**config.mk**
```make
export PLATFORM = sky130hd
export DESIGN_NAME = pyuv_queue
export DESIGN_NICKNAME = d
export VERILOG_FILES = /design/src/rtl/core/pyuv_queue.sv
export SDC_FILE = /design/constraint.sdc
export NUM_CORES = 1
export LEC_CHECK = 0
export ABC_AREA = 0
export BUFFER_PORTS_ARGS = -buffer_cell sky130_fd_sc_hd__buf_2
export CAP_MARGIN = 5
export CORE_UTILIZATION = 48
export CTS_CLUSTER_DIAMETER = 120
export DETAILED_ROUTE_END_ITERATION = 6
export PLACE_DENSITY = 0.74
export REMOVE_ABC_BUFFERS = 1
export SLEW_MARGIN = 0
export SYNTH_ARGS = -nofsm -noshare
export SYNTH_HDL_FRONTEND = slang
export SYNTH_SLANG_ARGS = --single-unit
export TNS_END_PERCENT = 100
```
**constraint.sdc**
```tcl
create_clock -name i_clk -period 1.3 [get_ports i_clk]
set_input_delay 0.13 -clock i_clk [delete_from_list [all_inputs] [get_ports i_clk]]
set_output_delay 0.13 -clock i_clk [all_outputs]
set_load 0.05 [all_outputs]
```
**src/rtl/core/pyuv_queue.sv**
```systemverilog
// Two-entry beat queue between front and back.
// Depends on nothing outside this file.
module pyuv_queue #(
    parameter int DATA_W = 8
) (
    input  logic              i_clk,
    input  logic              i_rst_n,
    input  logic              i_push,
    input  logic [DATA_W-1:0] i_data,
    input  logic              i_pop,
    output logic [DATA_W-1:0] o_data,
    output logic              o_valid,
    output logic              o_full
);
    logic [DATA_W-1:0] r_mem [2];
    logic              r_wr_ptr, r_rd_ptr;
    logic [1:0]        r_count;

    always_ff @(posedge i_clk) begin
        if (i_push) begin
            r_mem[r_wr_ptr] <= i_data;
        end
    end

    always_ff @(posedge i_clk) begin
        if (!i_rst_n) begin
            r_wr_ptr <= 1'b0;
            r_rd_ptr <= 1'b0;
            r_count  <= 2'd0;
        end else begin
            if (i_push) r_wr_ptr <= ~r_wr_ptr;
            if (i_pop)  r_rd_ptr <= ~r_rd_ptr;
            case ({i_push, i_pop})
                2'b10:   r_count <= r_count + 2'd1;
                2'b01:   r_count <= r_count - 2'd1;
                default: r_count <= r_count;
            endcase
        end
    end

    assign o_data  = r_mem[r_rd_ptr];
    assign o_valid = (r_count != 2'd0);
    assign o_full  = (r_count == 2'd2);

endmodule

```
==> Word-level counts from Yosys, hierarchy flattened <==
Memories as Yosys holds them, arrays and structs flattened. A register that Yosys moved wholly into a read port is not among the register bits.
Cells that the tools add are included.
{ "word_totals": {"ramBits": 16, "elab_cells": 18, "regBits": 4, "output_inout_bits": 10, "inputBits": 12, "mem_count": 1} }
{ "op_classes": {"n_eq_ne": 3, "reduce_logical": 2, "bitwise_logic": 2, "addsub": 2, "muxes": 5} }
{ "mem_list": {"columns": ["name", "depth", "word_bits", "read_ports", "rd_ports_with_merged_regs", "wr", "line_no", "source"], "rows": [
  ["r_mem", 2, 8, 1, 1, 1, "15", "logic [DATA_W-1:0] r_mem [2];"]
]} }
{ "ops": {"columns": ["cell", "n"], "rows": [
  ["$eq A2 B2 Y1 const B", 2],
  ["$mux W1", 4],
  ["$pmux W2 S2", 1],
  ["$reduce_bool A2 Y1", 2],
  ["$add A2 B1 Y2 const B", 1],
  ["$eq A2 B1 Y1 const B", 1],
  ["$not A1 Y1", 2],
  ["$sub A2 B1 Y2 const B", 1]
]} }

==> Logic depth before layout (Yosys ltp) <==
Gate-level depths: netlist of run 1.
{ "logic_depth": {"ltp_word": 3, "ltp_mapped": 5, "mapped_depth_nobuf": 5} }

==> Worst setup path before layout of run 1 <==
Ideal clock, no wire load.
{ "synth_path": {"kind": "register to register", "from": "register r_wr_ptr", "to": "memory r_mem[0][0], enable pin", "setup_ns": 0.374, "slack_ns": 0.218, "n_path_buf": 0, "required_ns": 0.926, "stages_incl_launch_ff": 2, "period_less_slack_ns": 1.082, "arrival_ns": 0.709, "path_cell_list": "dfxtp_1 -> nor2_1"} }
{ "synth_rtl": {"columns": ["element", "line_no", "source"], "rows": [
  ["start: declaration", "16", "logic r_wr_ptr, r_rd_ptr;"],
  ["start signal: assignment", "31", "if (i_push) r_wr_ptr <= ~r_wr_ptr;"],
  ["end: declaration", "15", null]
]} }
Straight into the memory's write port.

==> out/summary.log, run 1 <==
qor: outcome.status complete, but fails checks
qor: outcome.violations negative setup slack
qor: grt.grt_max_degree 12
qor: critical_path.crit_path_max_fanout 8
qor: finish.final_layout_size_suffix_gt1_frac 0.494
qor: sta.fin_setup_tns -320 ps
qor: sta.grt_setup_unrepaired true
qor: floorplanning.die_width 42.7 um
qor: route.route.detailed.wl_per_inst 13.0 um
qor: floorplanning.fp.dieH 42.7 um
qor: power_and_ir_drop.total_power 1.45 mW
qor: route.wirelength_met1 546 um
qor: power_and_ir_drop.pwr-share-comb 0.242
qor: clocking.cts.repair_timing.setup_buffer_count 0
qor: synth.synthesized_flop_and_latch_total 21
qor: sta.report.final.hold_viol_count 0
qor: synth.synth_cells 47
qor: synth.synthXorXnorAreaFrac 0.0331
qor: synth.yosys.area_share.adder 0.0157
qor: finish.area.sequential 586 um^2
qor: floorplanning.fp.coreArea 0.00152 mm^2
qor: hold_path.min_path_type input pin to flop
qor: grt.grt_pass1_vias 434
qor: route.route.detailed.drc 0
qor: critical_path.worst_setup_path_start_kind flop
qor: clocking.numCtsBuffers 3
qor: clocking.clk-insertion-delay-late 290 ps
qor: power_and_ir_drop.static-leakage-power 0.450 nW
qor: finish.multi_input_area 235 um^2
qor: sta.min_period_over_period 1.04
qor: floorplanning.fp.dieArea 0.00182 mm^2
qor: floorplanning.rows 14
qor: sta.fmax 743 MHz
qor: sta.maxSlewViolCount 0
qor: route.wl_met3 30 um
qor: clocking.cts.sink_count 21
qor: power_and_ir_drop.p_per_area 1340 mW/mm^2
qor: grt.grt_first_pass_wirelength 1900 um
qor: route.dr.pass1.iters 2
qor: floorplanning.initial_utilization 0.521
qor: critical_path.worst-endpoint-arrival 1220 ps
qor: synth.synthDistinctLibCells 17
qor: power_and_ir_drop.sw_frac_of_total 0.280
qor: synth.synth_area 795 um^2
qor: route.drtAntennaViolNets 0
qor: synth.synth_seq_area_share 0.731
qor: power_and_ir_drop.pwr-share-clk 0.206
qor: critical_path.critPathRequiredTime 1170 ps
qor: power_and_ir_drop.vdd_ir_drop_max 0.707 mV
qor: synth.compound_cell_area_share_of_the_yosys_netlist 0.0252
qor: clocking.path_clk_slew 110 ps
qor: critical_path.worst_setup_path_end_kind output pin
qor: power_and_ir_drop.p_switching 0.406 mW
qor: route.dr_total_vias 459
qor: finish.layout.filler_cells 110
qor: route.met2_length 635 um
qor: clocking.ctsHtreeMaxLevel 1
qor: sta.worst_slew_pin_slew 406 ps
qor: sta.final-setup-viol-count 8
qor: placed_design.pre_cts_slack 73.1 ps
qor: synth.yosys.area_share.simple 0.0709
qor: grt.grt_antenna_before_repair 0
qor: sta.fin_worst_skew 3.30 ps
qor: synth.yosys-mux-area-fraction 0.113
qor: synth.synth.avg_cell_area 16.9 um^2
qor: route.viasPerCell 4.94
qor: route.highest_layer met3
qor: route.detail_route.wirelength 1210 um
qor: grt.global_route.overflow_total 0
qor: synth.synth_top_family_by_area multiplexers
qor: critical_path.timing_worst_setup_path_type flop to output pin
qor: clocking.tritoncts done
qor: power_and_ir_drop.internal_power 1.04 mW
qor: finish.area_delta_synth_final 36.1%
qor: synth.yosysWarnings 0
qor: placed_design.gp_congestion 0.615
qor: sta.finalWorstSetupSlack -45.6 ps
qor: clocking.cts.root.buffer_cell clkbuf_4
qor: placed_design.place_hpwl 853 um
qor: clocking.buffer_depth_of_the_longest_clock_path 2
qor: job.max_cap_violations 0
qor: sta.post-route-min-period 1350 ps
qor: sta.timing.max_slew.rel_slack 0.729
qor: power_and_ir_drop.power_share_of_the_sequential_group 0.552
qor: floorplanning.io-pin-count 22
qor: route.drt_iter0_markers 1
qor: placed_design.placement.io_buffers 21
qor: finish.antenna-diode-count 0
qor: grt.grt_use_total 0.145
qor: finish.fin_nets 91
[worst max-delay path, cell delays in order, from the launching register on]
cell and delay [ps]:
dfxtp_4 450, mux2_4 320, buf_6 150
[layout by cell type, fill, tap and decap left out, drive strengths merged]
cell type,n
and2b,1
dlygate4sd3,4
mux2,8
o21a,1
clkbuf,4
xnor2,2
and2,4
edfxtp,16
o21ai,1
or3,1
buf,23
ha,1
xor2,1
a21boi,1
dfxtp,5
nor2,1
or2,1
nor2b,1
inv,1
[per-stage QoR]
| stage | hold WS [ps] | util | instances | cell area, um^2 |
|---|---|---|---|---|
| 3_5_place_dp | 323 | 0.610 | 85 | 930 |
| 6_report | 21.5 | 0.709 | 93 | 1080 |
| 2_1_floorplan | 229 | - | 46 | 790 |
| 4_1_cts | 10.8 | 0.682 | 89 | 1040 |
| 5_1_grt | 4.70 | 0.709 | 93 | 1080 |
| 3_3_place_gp | 319 | 0.610 | 85 | 930 |
[layout make-up]
cell class              instances  area share
flip-flops and latches         21       0.542
multi-input cells              24       0.218
repair buffers                 27       0.194
clock buffers                   4      0.0243
well taps                      16      0.0185
inverters                       1     0.00347
[kinds of logic (layout without fill, tap and decap cells)]
kind of cell,Yosys count,in the layout
mux,8,8
xor+xnor,3,3
compound gates,3,3
simple gates,9,9
buf+inv,2,32
flops,21,21
fa+ha+maj,1,1
[cells in the mapped netlist]
library cell | instances | share of area
buf_2 | 1 | 0.0063
edfxtp_1 | 16 | 0.60
inv_1 | 1 | 0.0047
and2b_2 | 1 | 0.011
or3_1 | 1 | 0.0079
nor2_1 | 1 | 0.0047
dfxtp_1 | 5 | 0.13
or2_2 | 1 | 0.0079
xnor2_1 | 2 | 0.022
and2_1 | 4 | 0.031
a21boi_1 | 1 | 0.0095
mux2_2 | 8 | 0.11
o21a_1 | 1 | 0.0095
xor2_1 | 1 | 0.011
o21ai_0 | 1 | 0.0063
ha_1 | 1 | 0.016
nor2b_1 | 1 | 0.0079
[per-layer routing]
metal,up-vias,global-route usage
li1,233,-
met1,215,0.174
met2,11,0.239
met3,0,0.0638
met4,0,0.0375
met5,-,0
[repair_timing]
action                                 in CTS  in global routing
endpoints found under the hold margin       0                  8
setup endpoints to repair                   8                 10
resized for setup                          26                  1
pin swaps                                   0                  0
hold buffers                                0                  4
[path summary, 6_finish.rpt]
check                                              from                 endpoint  slack (ps)  depth (start not counted)
worst max-delay path                               flop                o_data[0]         -50                          2
worst min-delay path                          i_data[4]    r_mem[0][4]$_DFFE_PP_          20                          1
worst max register to register    r_wr_ptr$_SDFFE_PN0P_    r_mem[1][1]$_DFFE_PP_         230                          1
worst min register to register  r_count[1]$_SDFFE_PN0P_  r_count[1]$_SDFFE_PN0P_         500                          2
[flip-flops by register name, indices dropped and copies added (netlist names), named ones only]
| signal | cells |
|---|---|
| r_wr_ptr | 1 |
| r_mem | 16 |
| r_count | 2 |
| r_rd_ptr | 1 |
[power by group through the flow]
stage / sequential (mW) / clock (mW) / combinational [mW]
final: 0.800 / 0.298 / 0.351
after global routing: 0.804 / 0.340 / 0.367
after CTS: 0.799 / 0.308 / 0.343
after detailed placement: 0.809 / 0 / 0.290
after global placement: 0.807 / 0 / 0.284
after floorplan: 0.801 / 0 / 0.221
(Power assumes the default switching activity.)
==> run 2, diff against run 1 <==
--- a/config.mk
+++ b/config.mk
@@ -6,7 +6,7 @@
 export NUM_CORES = 1
 export LEC_CHECK = 0
 export ABC_AREA = 0
-export BUFFER_PORTS_ARGS = -buffer_cell sky130_fd_sc_hd__buf_2
+export BUFFER_PORTS_ARGS = -buffer_cell sky130_fd_sc_hd__buf_4
 export CAP_MARGIN = 5
 export CORE_UTILIZATION = 48
 export CTS_CLUSTER_DIAMETER = 120
==> out/summary.log, run 2 (synthesized netlist as in run 1, its figures left out) <==
qor: hold_path.min_from i_data[5]
qor: route.route.detailed.drc 0
qor: clocking.path_clk_slew 110 ps
qor: sta.min_period_over_period 1.05
qor: sta.finalWorstSetupSlack -59.0 ps
qor: clocking.ctsHtreeMaxLevel 1
qor: placed_design.placement.io_buffers 21
qor: critical_path.worst-endpoint-arrival 1230 ps
qor: finish.final_cells 92
qor: grt.global_route.overflow_total 0
qor: grt.grt_max_degree 12
qor: placed_design.gp_congestion 0.624
qor: sta.maxSlewViolCount 0
qor: clocking.cts.root.buffer_cell clkbuf_4
qor: sta.post-route-min-period 1360 ps
qor: sta.grt_setup_unrepaired true
qor: floorplanning.die_width 42.7 um
qor: sta.final-setup-viol-count 8
qor: finish.post-route-util 0.726
qor: finish.final_common_cell edfxtp_1
qor: placed_design.dp_cells 84
qor: grt.grt_first_pass_wirelength 1930 um
qor: finish.area_delta_synth_final 39.2%
qor: hold_path.min_delay_worst_endpoint r_mem[0][5]$_DFFE_PP_
qor: floorplanning.io-pin-count 22
qor: finish.antenna-diode-count 0
qor: finish.largest-register r_mem
qor: finish.reg_top3 r_mem: 16 flops, r_count: 2 flops
qor: route.detail_route.wirelength 1310 um
qor: floorplanning.fp.coreArea 0.00152 mm^2
qor: finish.final_layout_size_suffix_gt1_frac 0.487
qor: critical_path.crit_path_max_fanout 8
qor: critical_path.timing.rr.start r_wr_ptr$_SDFFE_PN0P_
qor: finish.final_cell_mix edfxtp_1, buf_4, mux2_4, buf_6
qor: sta.fin_worst_skew 6.29 ps
qor: route.dr.pass1.iters 2
qor: power_and_ir_drop.static-leakage-power 0.455 nW
qor: sta.fmax 736 MHz
qor: critical_path.path_cells mux2_4, buf_6
qor: route.dr_total_vias 462
qor: critical_path.critPathSlowestCell dfxtp_4
qor: clocking.numCtsBuffers 3
qor: grt.grt_antenna_before_repair 0
qor: route.drt_iter0_markers 10
qor: clocking.buffer_depth_of_the_longest_clock_path 2
qor: clocking.clk-insertion-delay-late 300 ps
qor: hold_path.timing.hold.worst_path_depth 1
qor: critical_path.worst_setup_path_start_kind flop
qor: critical_path.critPathRequiredTime 1170 ps
qor: floorplanning.fp.dieArea 0.00182 mm^2
qor: finish.postLayoutCellArea 0.00111 mm^2
qor: placed_design.place_hpwl 883 um
qor: route.viasPerCell 5.02
qor: critical_path.worst_path_largest_cell_delay 450 ps
qor: critical_path.worst_setup_path_end_kind output pin
qor: floorplanning.rows 14
qor: finish.max_reg_flops 16
qor: route.drtAntennaViolNets 0
qor: job.max_cap_violations 0
qor: placed_design.pre_cts_slack 86.9 ps
qor: floorplanning.fp.dieH 42.7 um
qor: sta.timing.max_slew.rel_slack 0.743
qor: placed_design.placed_cell_area 975 um^2
qor: power_and_ir_drop.p_per_area 1330 mW/mm^2
qor: finish.fin_nets 90
qor: floorplanning.initial_utilization 0.521
qor: power_and_ir_drop.vdd_ir_drop_max 0.819 mV
qor: outcome.violations negative setup slack
qor: clocking.cts.sink_count 21
qor: route.route.detailed.wl_per_inst 14.2 um
qor: hold_path.min_path_type input pin to flop
qor: critical_path.r2r_setup_slack 230 ps
qor: outcome.status complete, but fails checks
qor: clocking.tritoncts done
qor: grt.grt_use_total 0.154
qor: sta.holdWs 4.74 ps
qor: sta.report.final.hold_viol_count 0
qor: grt.grt_pass1_vias 426
qor: critical_path.timing_worst_setup_path_type flop to output pin
qor: critical_path.rr_endpoint r_mem[1][0]$_DFFE_PP_
qor: sta.worst_slew_pin_slew 385 ps
qor: critical_path.ff2ff_path_depth 1
run 2: how the worst max path moves through the flow:
| stage | cells after the start | end |
|---|---|---|
| after floorplan | 1 | r_mem[0][0]$_DFFE_PP_ |
| after global placement | 2 | o_data[4] |
| after detailed placement | 2 | o_data[7] |
| after CTS | 2 | o_data[4] |
| after global routing | 2 | o_data[3] |
| final | 2 | o_data[7] |
run 2: stage by stage:
stage,TNS (ps),power (mW)
finish,-444,1.47
CTS,-524,1.47
global placement,0,1.12
global route,-667,1.52
detailed placement,0,1.13
floorplan,0,1.02
run 2: layout make-up:
type | instances | area, um^2
Clock buffer | 4 | 26.3
Fill cell | 105 | 418
Inverter | 1 | 3.75
Multi-Input combinational cell | 24 | 235
Sequential cell | 21 | 586
Tap cell | 16 | 20.0
Timing Repair Buffer | 26 | 235
run 2: metal layers:
layer,share of wire,vias up,GRT usage
met5,0,-,0
met4,0.015,0,0.0938
met3,0.031,2,0.0255
met2,0.53,13,0.267
met1,0.43,219,0.176
li1,-,228,-
run 2: critical path, delay by kind of cell (launching register included):
family,cells,cell delay (ps)
flops,1,450
mux,1,320
buf+inv,1,150
run 2: power by group:
group          internal [mW]  switching [mW]
combinational          0.167           0.198
clock                  0.120           0.188
sequential             0.769          0.0309
total                   1.06           0.417
run 2: repair_timing:
action	4_1_cts	5_1_grt
resized for setup	18	1
hold endpoints to repair	0	8
hold buffers	0	4
buffers inserted	0	0
setup endpoints to repair	8	9
