--- config.mk ---
export PLATFORM = sky130hd
export DESIGN_NAME = pyuv_front
export DESIGN_NICKNAME = d
export VERILOG_FILES = /design/src/rtl/core/pyuv_pkg.sv /design/src/rtl/core/pyuv_front.sv
export SDC_FILE = /design/constraint.sdc
export NUM_CORES = 1
export LEC_CHECK = 0
export BUFFER_PORTS_ARGS = -buffer_cell sky130_fd_sc_hd__buf_2
export CAP_MARGIN = 20
export CORE_MARGIN = 4
export CORE_UTILIZATION = 45
export DETAILED_ROUTE_END_ITERATION = 10
export PLACE_DENSITY = 0.77
export SLEW_MARGIN = 20
export SYNTH_ARGS = -nofsm -noshare
export SYNTH_HDL_FRONTEND = slang
export SYNTH_SLANG_ARGS = --single-unit
--- constraint.sdc ---
create_clock -name i_clk -period 2.47 [get_ports i_clk]
set_input_delay 0.1235 -clock i_clk [delete_from_list [all_inputs] [get_ports i_clk]]
set_output_delay 0.1235 -clock i_clk [all_outputs]
set_load 0.02 [all_outputs]
--- src/rtl/core/pyuv_pkg.sv ---
// Shared types, constants and helpers for the planar YUV to packed UYVY block.
// No dependencies; imported by every module of the block but pyuv_queue.
package pyuv_pkg;

    localparam int MAX_PAIRS_DEF = 1024;

    // configuration port
    localparam int CFG_IDX_W  = 2;
    localparam int CFG_DATA_W = 11;

    localparam logic [CFG_IDX_W-1:0] CFG_PAIRS_PER_ROW = 2'd0;
    localparam logic [CFG_IDX_W-1:0] CFG_CHROMA_MODE   = 2'd1;
    localparam logic [CFG_IDX_W-1:0] CFG_SAMPLE_SHIFT  = 2'd2;

    localparam logic [10:0] PAIRS_RST = 11'd320;

    // chroma sampling modes; the unused code behaves as 4:2:2
    localparam logic [1:0] MODE_420 = 2'd0;
    localparam logic [1:0] MODE_410 = 2'd1;
    localparam logic [1:0] MODE_422 = 2'd2;

    // per-beat control and byte payload, front to back
    typedef struct packed {
        logic       wr_chroma;
        logic       row_end;
        logic [7:0] u;
        logic [7:0] v;
        logic [7:0] y0;
        logic [7:0] y1;
    } t_ctl;

    localparam int CTL_W = $bits(t_ctl);

    function automatic logic [7:0] f_reduce(input logic [15:0] s, input logic [3:0] sh);
        logic [15:0] t;
        t = s >> sh;
        return t[7:0];
    endfunction

endpackage

--- src/rtl/core/pyuv_front.sv ---
// Front end: configuration registers, row position tracking and beat classification.
// Depends on pyuv_pkg.
module pyuv_front #(
    parameter int MAX_PAIRS = pyuv_pkg::MAX_PAIRS_DEF
) (
    input  logic                            i_clk,
    input  logic                            i_rst_n,
    input  logic                            i_cfg_valid,
    input  logic [pyuv_pkg::CFG_IDX_W-1:0]  i_cfg_index,
    input  logic [pyuv_pkg::CFG_DATA_W-1:0] i_cfg_data,
    input  logic                            i_accept,
    input  logic [15:0]                     i_luma_first,
    input  logic [15:0]                     i_luma_second,
    input  logic [15:0]                     i_chroma_blue,
    input  logic [15:0]                     i_chroma_red,
    output logic [$clog2(MAX_PAIRS)-1:0]    o_slot,
    output pyuv_pkg::t_ctl                  o_ctl
);
    import pyuv_pkg::*;

    localparam int IW  = $clog2(MAX_PAIRS);
    localparam int LW0 = $clog2(MAX_PAIRS + 1);
    localparam int CW  = (LW0 > CFG_DATA_W) ? LW0 : CFG_DATA_W;
    localparam logic [CW-1:0] MAX_C = CW'(MAX_PAIRS);

    logic [10:0]   r_pairs;
    logic [1:0]    r_mode;
    logic [3:0]    r_shift;
    logic [IW-1:0] r_pair_idx, n_pair_idx;
    logic [1:0]    r_row_phase, n_row_phase;

    logic [CW-1:0] pairs_ext, row_len, idx_inc;
    logic          last;
    logic          wr_now;
    logic [IW-1:0] slot;

    always_ff @(posedge i_clk) begin
        if (!i_rst_n) begin
            r_pairs <= PAIRS_RST;
            r_mode  <= MODE_420;
            r_shift <= 4'd0;
        end else if (i_cfg_valid) begin
            unique case (i_cfg_index)
                CFG_PAIRS_PER_ROW: r_pairs <= i_cfg_data;
                CFG_CHROMA_MODE:   r_mode  <= i_cfg_data[1:0];
                CFG_SAMPLE_SHIFT:  r_shift <= i_cfg_data[3:0];
                default: ;
            endcase
        end
    end

    // effective row length: zero reads as one, clamp at the store depth
    always_comb begin
        pairs_ext = CW'(r_pairs);
        if (pairs_ext == '0) begin
            row_len = CW'(1);
        end else if (pairs_ext > MAX_C) begin
            row_len = MAX_C;
        end else begin
            row_len = pairs_ext;
        end
        idx_inc = CW'(r_pair_idx) + CW'(1);
        last    = (idx_inc >= row_len);
    end

    always_comb begin
        unique case (r_mode)
            MODE_420: begin
                wr_now = ~r_row_phase[0];
                slot   = r_pair_idx;
            end
            MODE_410: begin
                wr_now = (r_row_phase == 2'd0) && ~r_pair_idx[0];
                slot   = r_pair_idx >> 1;
            end
            default: begin
                wr_now = 1'b1;
                slot   = r_pair_idx;
            end
        endcase
    end

    always_comb begin
        n_pair_idx  = r_pair_idx;
        n_row_phase = r_row_phase;
        if (i_accept) begin
            if (last) begin
                n_pair_idx  = '0;
                n_row_phase = r_row_phase + 2'd1;
            end else begin
                n_pair_idx  = r_pair_idx + IW'(1);
            end
        end
    end

    always_ff @(posedge i_clk) begin
        if (!i_rst_n) begin
            r_pair_idx  <= '0;
            r_row_phase <= '0;
        end else begin
            r_pair_idx  <= n_pair_idx;
            r_row_phase <= n_row_phase;
        end
    end

    assign o_slot        = slot;
    assign o_ctl.wr_chroma = wr_now;
    assign o_ctl.row_end = last;
    assign o_ctl.u       = f_reduce(i_chroma_blue, r_shift);
    assign o_ctl.v       = f_reduce(i_chroma_red, r_shift);
    assign o_ctl.y0      = f_reduce(i_luma_first, r_shift);
    assign o_ctl.y1      = f_reduce(i_luma_second, r_shift);

endmodule

Word level (Yosys, flattened, before mapping)

Cells that the tools add are included.

Bits in registers: 29
Bits of input ports: 81
Word-level logic and storage cells: 33

Magnitude comparators: 2
Bitwise operators: 2
Equality and inequality tests: 3
Shifts and indexed selects: 4
Reduce and logical (&&, ||, !) cells: 9
Multiplexer cells: 5
$add $sub $neg: 3

Operators with widths:

| kind                    | number |
|---|---|
| $shr A16 B4 Y8          | 4 |
| $mux W11                | 2 |
| $mux W10                | 2 |
| $add A10 B1 Y11 const B | 1 |
| $ge A11 B11 Y1          | 1 |
| $gt A11 B11 Y1 const B  | 1 |
| $logic_not A11 Y1       | 1 |
| $add A10 B1 Y10 const B | 1 |
| $reduce_and A2 Y1       | 4 |
| $logic_not A2 Y1        | 3 |
| $eq A2 B1 Y1 const B    | 2 |
| $add A2 B1 Y2 const B   | 1 |
| $eq A2 B2 Y1 const B    | 1 |
| $not A1 Y1              | 2 |
| $pmux W1 S2             | 1 |
| $logic_and A1 B1 Y1     | 1 |

Longest topological paths before layout

Word-level depth: 5
Depth in mapped cells: 13
Mapped depth without buffers: 11

Least setup slack after synthesis

Ideal clock, no wire load.

Kind: flip-flop to flip-flop
Start: reg r_pair_idx[2]
End: reg r_row_phase[0]
Arrival time: 2.384 ns
Data required time: 2.398 ns
Cell stages (with the launch flop): 12
Slack: 0.015 ns
Library setup time: 0.072 ns
Cell sequence: dfxtp_1 and3_4 nand3_4 nor2_1 xnor2_1 ha_1 a2111oi_2 o211ai_1 o22a_2 buf_6 nand2_1 mux2i_1

Word-level cells in the longest chain between the ends: 3

Ends and longest elaborated chain:

| element                     | RTL line          | text |
|---|---|---|
| start, declared             | pyuv_front.sv:29  | `logic [IW-1:0] r_pair_idx, n_pair_idx;` |
| start signal, assigned      | pyuv_front.sv:101 | `r_pair_idx <= n_pair_idx;` |
| $add A10 B1 Y11             | pyuv_front.sv:62  | `idx_inc = CW'(r_pair_idx) + CW'(1);` |
| $ge A11 B11 Y1              | pyuv_front.sv:63  | `last = (idx_inc >= row_len);` |
| net last                    | pyuv_front.sv:33  | `logic last;` |
| $reduce_and A2 Y1 (no line) | n/a               |  |
| end signal, assigned        | pyuv_front.sv:102 | `r_row_phase <= n_row_phase;` |
| end, declared               | pyuv_front.sv:30  | `logic [1:0] r_row_phase, n_row_phase;` |

The timed path passes the listed nets, and every way through them passes these cells.
A chain may end at the register's enable or synchronous reset.

==> run summary <==
Run status -> complete, but fails checks
Async set or reset register ratio after synthesis -> 0
DP HPWL -> 8.753 mm
TritonCTS clock tree -> done
Starting density of the core -> 0.4663
Slowest stage cell on the critical path -> sky130_fd_sc_hd__dfxtp_4
Cell count after synthesis -> 496
Via count of the first global-routing pass -> 4061
Unrepaired setup endpoints after global routing -> true
Total Routing Usage GR -> 0.2339
Length in cells of the worst reg-to-reg path -> 11
Clock transition at the registers of the reported paths -> 0.07 ns
Grt ovf -> 0
NetSw -> 613.1 uW
Die H -> 100.7 um
Area of the multi-input gates -> 0.003212 mm^2
Number of synthesized register bits -> 29
Pin count of the biggest net entering global routing -> 40
Number of DRC violations after detailed-routing iteration 0 -> 331
Post-route DRC violation count -> 0
Post-route clock period utilization -> 1.035
Sequential share of power -> 0.280
Fraction of layout instances using a drive strength above 1 -> 0.3823
Logic depth of the worst path, buffers included -> 9
Combinational cell fraction of total power -> 0.379
Arr. time, crit path -> 2.43 ns
Area of all sequential standard cells -> 596.8 um^2
Leakage dissipation -> 0.002118 uW
Worst path cell trace -> ha_4 > and3_4 > buf_4 > xor2_1 > ha_1 > a21oi_1 > o211ai_1 > o22a_2 > buf_6
Site row count -> 33
Fill cell count -> 698
Number of warnings reported in the yosys synthesis log -> 0
Crit end category -> primary output
Clock tree sinks -> 29
Post-synthesis sequential area ratio -> 0.1500
Placer congestion estimate -> 0.9242
I/O pin count -> 125
Proportion of total power due to net switching -> 0.3442
Leading register cell type out of synthesis -> sky130_fd_sc_hd__dfxtp_1
Antenna Nets Post-Route -> 0
Root cell of the clock tree -> sky130_fd_sc_hd__clkbuf_8
Per-cell via count in the routed design -> 5.860
Startpoint-to-endpoint class of the critical path -> register to primary output
Family of cells with the greatest summed delay on the critical path -> compound AO/OA/AOI/OAI gates
Final Hold Violating Endpoints -> 0
First-pass GRT wire length -> 19.47 mm
Clock Tree Buf Depth -> 2
Part of the total power dissipated in the clock network -> 0.341
Worst Max-Slew Pin Slew -> 1.047 ns
Worst max-slew margin expressed relative to the limit -> 0.2995
Deepest level of the CTS H-tree -> 2
Routed wire length -> 12.95 mm
Power density over the cells -> 352.1 mW/mm^2
Worst hold stages -> 3
Buffers on Ports -> 124
Number of detailed-route iterations in the first pass -> 5
Final worst hold slack -> 0.05752 ns
Die area -> 0.01015 mm^2
Number of enable-type register cells in the synthesized netlist -> 0
Number of vias in the routed layout -> 4254
Worst-path maximum fanout -> 4
Worst Setup Start Kind -> register
Clock Skew -> 0.003839 ns
Average routed wire per standard cell -> 17.83 um
Number of nets produced by synthesis -> 590
Chip width -> 100.7 um
Worst supply voltage drop on vdd -> 0.5666 mV
Core region area -> 0.008299 mm^2
Minimum clock period after layout -> 2.556 ns
Critical path buffers and inverters -> 2
Post-synthesis cell type count -> 50
Synthesis-to-layout area growth -> 30.71%
Worst Slack Setup Final -> -0.08602 ns
Worst min-delay path class -> primary input to register
Setup Slack @ Placement -> -0.09935 ns
Internal power contribution -> 1168 uW
Synthesized area per cell -> 7.802 um^2
Final setup viols -> 10
Required time of the critical path -> 2.35 ns
Clock latency on the worst-skew pair -> 0.29 ns
Largest stage delay on the critical path -> 0.37 ns
Max-cap check violation count -> 0
Pins over their slew limit -> 0
Timing-limited maximum frequency -> 391.2 MHz
CTS Buf Count -> 5
Number of antenna violations at the first check in global routing -> 0
Nets@finish -> 713
Violated checks -> setup timing
Cell area after synthesis -> 0.003870 mm^2
==> flip-flops by register name, indices dropped and copies added, names as in the netlist <==
signal / flops
r_pair_idx: 10
r_row_phase: 2
r_shift: 4
pairs_ext: 11
r_mode: 2
==> stage by stage <==
step | setup TNS, ns | cells | cell area [um^2] | power (uW) | utilization
4_1_cts | -0.002720 | 722 | 4926 | 1757 | 0.5935
3_5_place_dp | -0.4061 | 706 | 4594 | 1147 | 0.5536
2_1_floorplan | 0 | 496 | 3870 | 923.8 | -
5_1_grt | -1.776 | 725 | 5056 | 1857 | 0.6092
3_3_place_gp | 0 | 706 | 4594 | 1133 | 0.5536
6_report | -0.3700 | 726 | 5059 | 1781 | 0.6095
==> Yosys cell counts, types with 2 or more instances <==
cell / instances / area [um^2]
sky130_fd_sc_hd__dfxtp_1: 29 / 580.6
sky130_fd_sc_hd__o21ai_1: 4 / 20.02
sky130_fd_sc_hd__nand2b_1: 5 / 31.28
sky130_fd_sc_hd__nor2_1: 19 / 71.32
sky130_fd_sc_hd__buf_6: 5 / 56.30
sky130_fd_sc_hd__mux4_2: 17 / 382.9
sky130_fd_sc_hd__clkbuf_1: 21 / 78.83
sky130_fd_sc_hd__ha_1: 13 / 162.7
sky130_fd_sc_hd__mux2i_1: 59 / 590.6
sky130_fd_sc_hd__nor4b_2: 2 / 30.03
sky130_fd_sc_hd__nand3b_1: 5 / 37.54
sky130_fd_sc_hd__nor2b_1: 22 / 137.6
sky130_fd_sc_hd__buf_4: 10 / 75.07
sky130_fd_sc_hd__buf_2: 8 / 40.04
sky130_fd_sc_hd__and2_1: 3 / 18.77
sky130_fd_sc_hd__o21a_1: 7 / 52.55
sky130_fd_sc_hd__nor3_1: 3 / 15.01
sky130_fd_sc_hd__o2bb2ai_1: 4 / 35.03
sky130_fd_sc_hd__a21oi_1: 39 / 195.2
sky130_fd_sc_hd__a211oi_1: 20 / 150.1
sky130_fd_sc_hd__xnor2_1: 4 / 35.03
sky130_fd_sc_hd__o211ai_1: 5 / 37.54
sky130_fd_sc_hd__nand2_1: 88 / 330.3
sky130_fd_sc_hd__o22ai_1: 7 / 43.79
sky130_fd_sc_hd__nor3b_1: 2 / 15.01
sky130_fd_sc_hd__mux2_2: 9 / 101.4
sky130_fd_sc_hd__a21boi_0: 9 / 67.56
sky130_fd_sc_hd__a22oi_1: 4 / 30.03
sky130_fd_sc_hd__inv_1: 9 / 33.78
sky130_fd_sc_hd__a22o_1: 4 / 35.03
sky130_fd_sc_hd__xor2_1: 4 / 35.03
sky130_fd_sc_hd__nand3_1: 8 / 40.04
sky130_fd_sc_hd__o21ai_0: 30 / 150.1
sky130_fd_sc_hd__and3_1: 2 / 12.51
==> worst min-delay path, stage by stage <==
cell	delay, ns
sky130_fd_sc_hd__buf_2	0.08
sky130_fd_sc_hd__nand2_1	0.04
sky130_fd_sc_hd__nand3_1	0.08
==> area by class of cell <==
| cell class | instances | share of cell area |
|---|---|---|
| Clock buffer | 5 | 0.01360 |
| Multi-Input combinational cell | 411 | 0.6349 |
| Tap cell | 105 | 0.02597 |
| Sequential cell | 29 | 0.1180 |
| Inverter | 11 | 0.008162 |
| Clock inverter | 3 | 0.01286 |
| Timing Repair Buffer | 161 | 0.1860 |
| Antenna cell | 1 | 0.0004947 |
==> power groups by stage <==
stage,Combinational [uW],Sequential [uW],Clock [uW]
2_1_floorplan,424,500,0
3_3_place_gp,626,507,0
3_5_place_dp,638,508,0
4_1_cts,653,499,605
5_1_grt,727,500,629
6_report,675,499,607
==> cells in the final DEF (no fill, tap or decap), drive strengths merged, types with 7 or more instances in the layout <==
master / synthesis / final
mux4: 17 / 17
nor2: 20 / 20
nor2b: 22 / 22
a21boi: 10 / 10
inv: 10 / 10
nand2: 88 / 88
o22ai: 7 / 7
ha: 13 / 13
mux2i: 59 / 59
buf: 24 / 161
nand3: 9 / 9
dfxtp: 29 / 29
a21oi: 39 / 39
mux2: 9 / 9
o21ai: 34 / 34
o21a: 7 / 7
a211oi: 20 / 20
==> per-layer routing <==
metal | GRT usage | vias to the layer above | part of all wire
met5 | 0 | - | 0
met4 | 0.07358 | 0 | 0.031
met3 | 0.04498 | 35 | 0.071
met2 | 0.4010 | 186 | 0.49
met1 | 0.2950 | 1990 | 0.41
li1 | - | 2043 | -
==> worst paths after layout <==
path / from / end / slack [ns]
min reg2reg: r_row_phase[1] / r_row_phase[1] / 0.46
max reg2reg: r_pair_idx[0] / r_pair_idx[7] / -0.08
max: r_pair_idx[0] / o_ctl[32] / -0.09
min: i_cfg_data[6] / pairs_ext[6] / 0.06
==> what timing repair did <==
| action | 4_1_cts | 5_1_grt |
|---|---|---|
| hold buffers | 0 | 0 |
| resized for setup | 30 | 16 |
| endpoints found under the setup margin | 13 | 14 |
| pin swaps | 8 | 15 |
| setup buffers | 8 | 3 |
==> cells by family (layout without fill, tap and decap cells) <==
group                    Yosys count  in the layout  share of synthesized area
XOR/XNOR                           8              8                    0.01810
multiplexers                      85             85                     0.2777
AND/OR/NAND/NOR                  166            166                     0.2095
flip-flops                        29             29                     0.1500
other                              0              1                          0
adder cells (fa/ha/maj)           13             13                    0.04203
AO/OA/AOI/OAI                    139            139                     0.2263
buffers and inverters             56            180                    0.07630
Note: power is estimated with default switching activity, not from simulation.
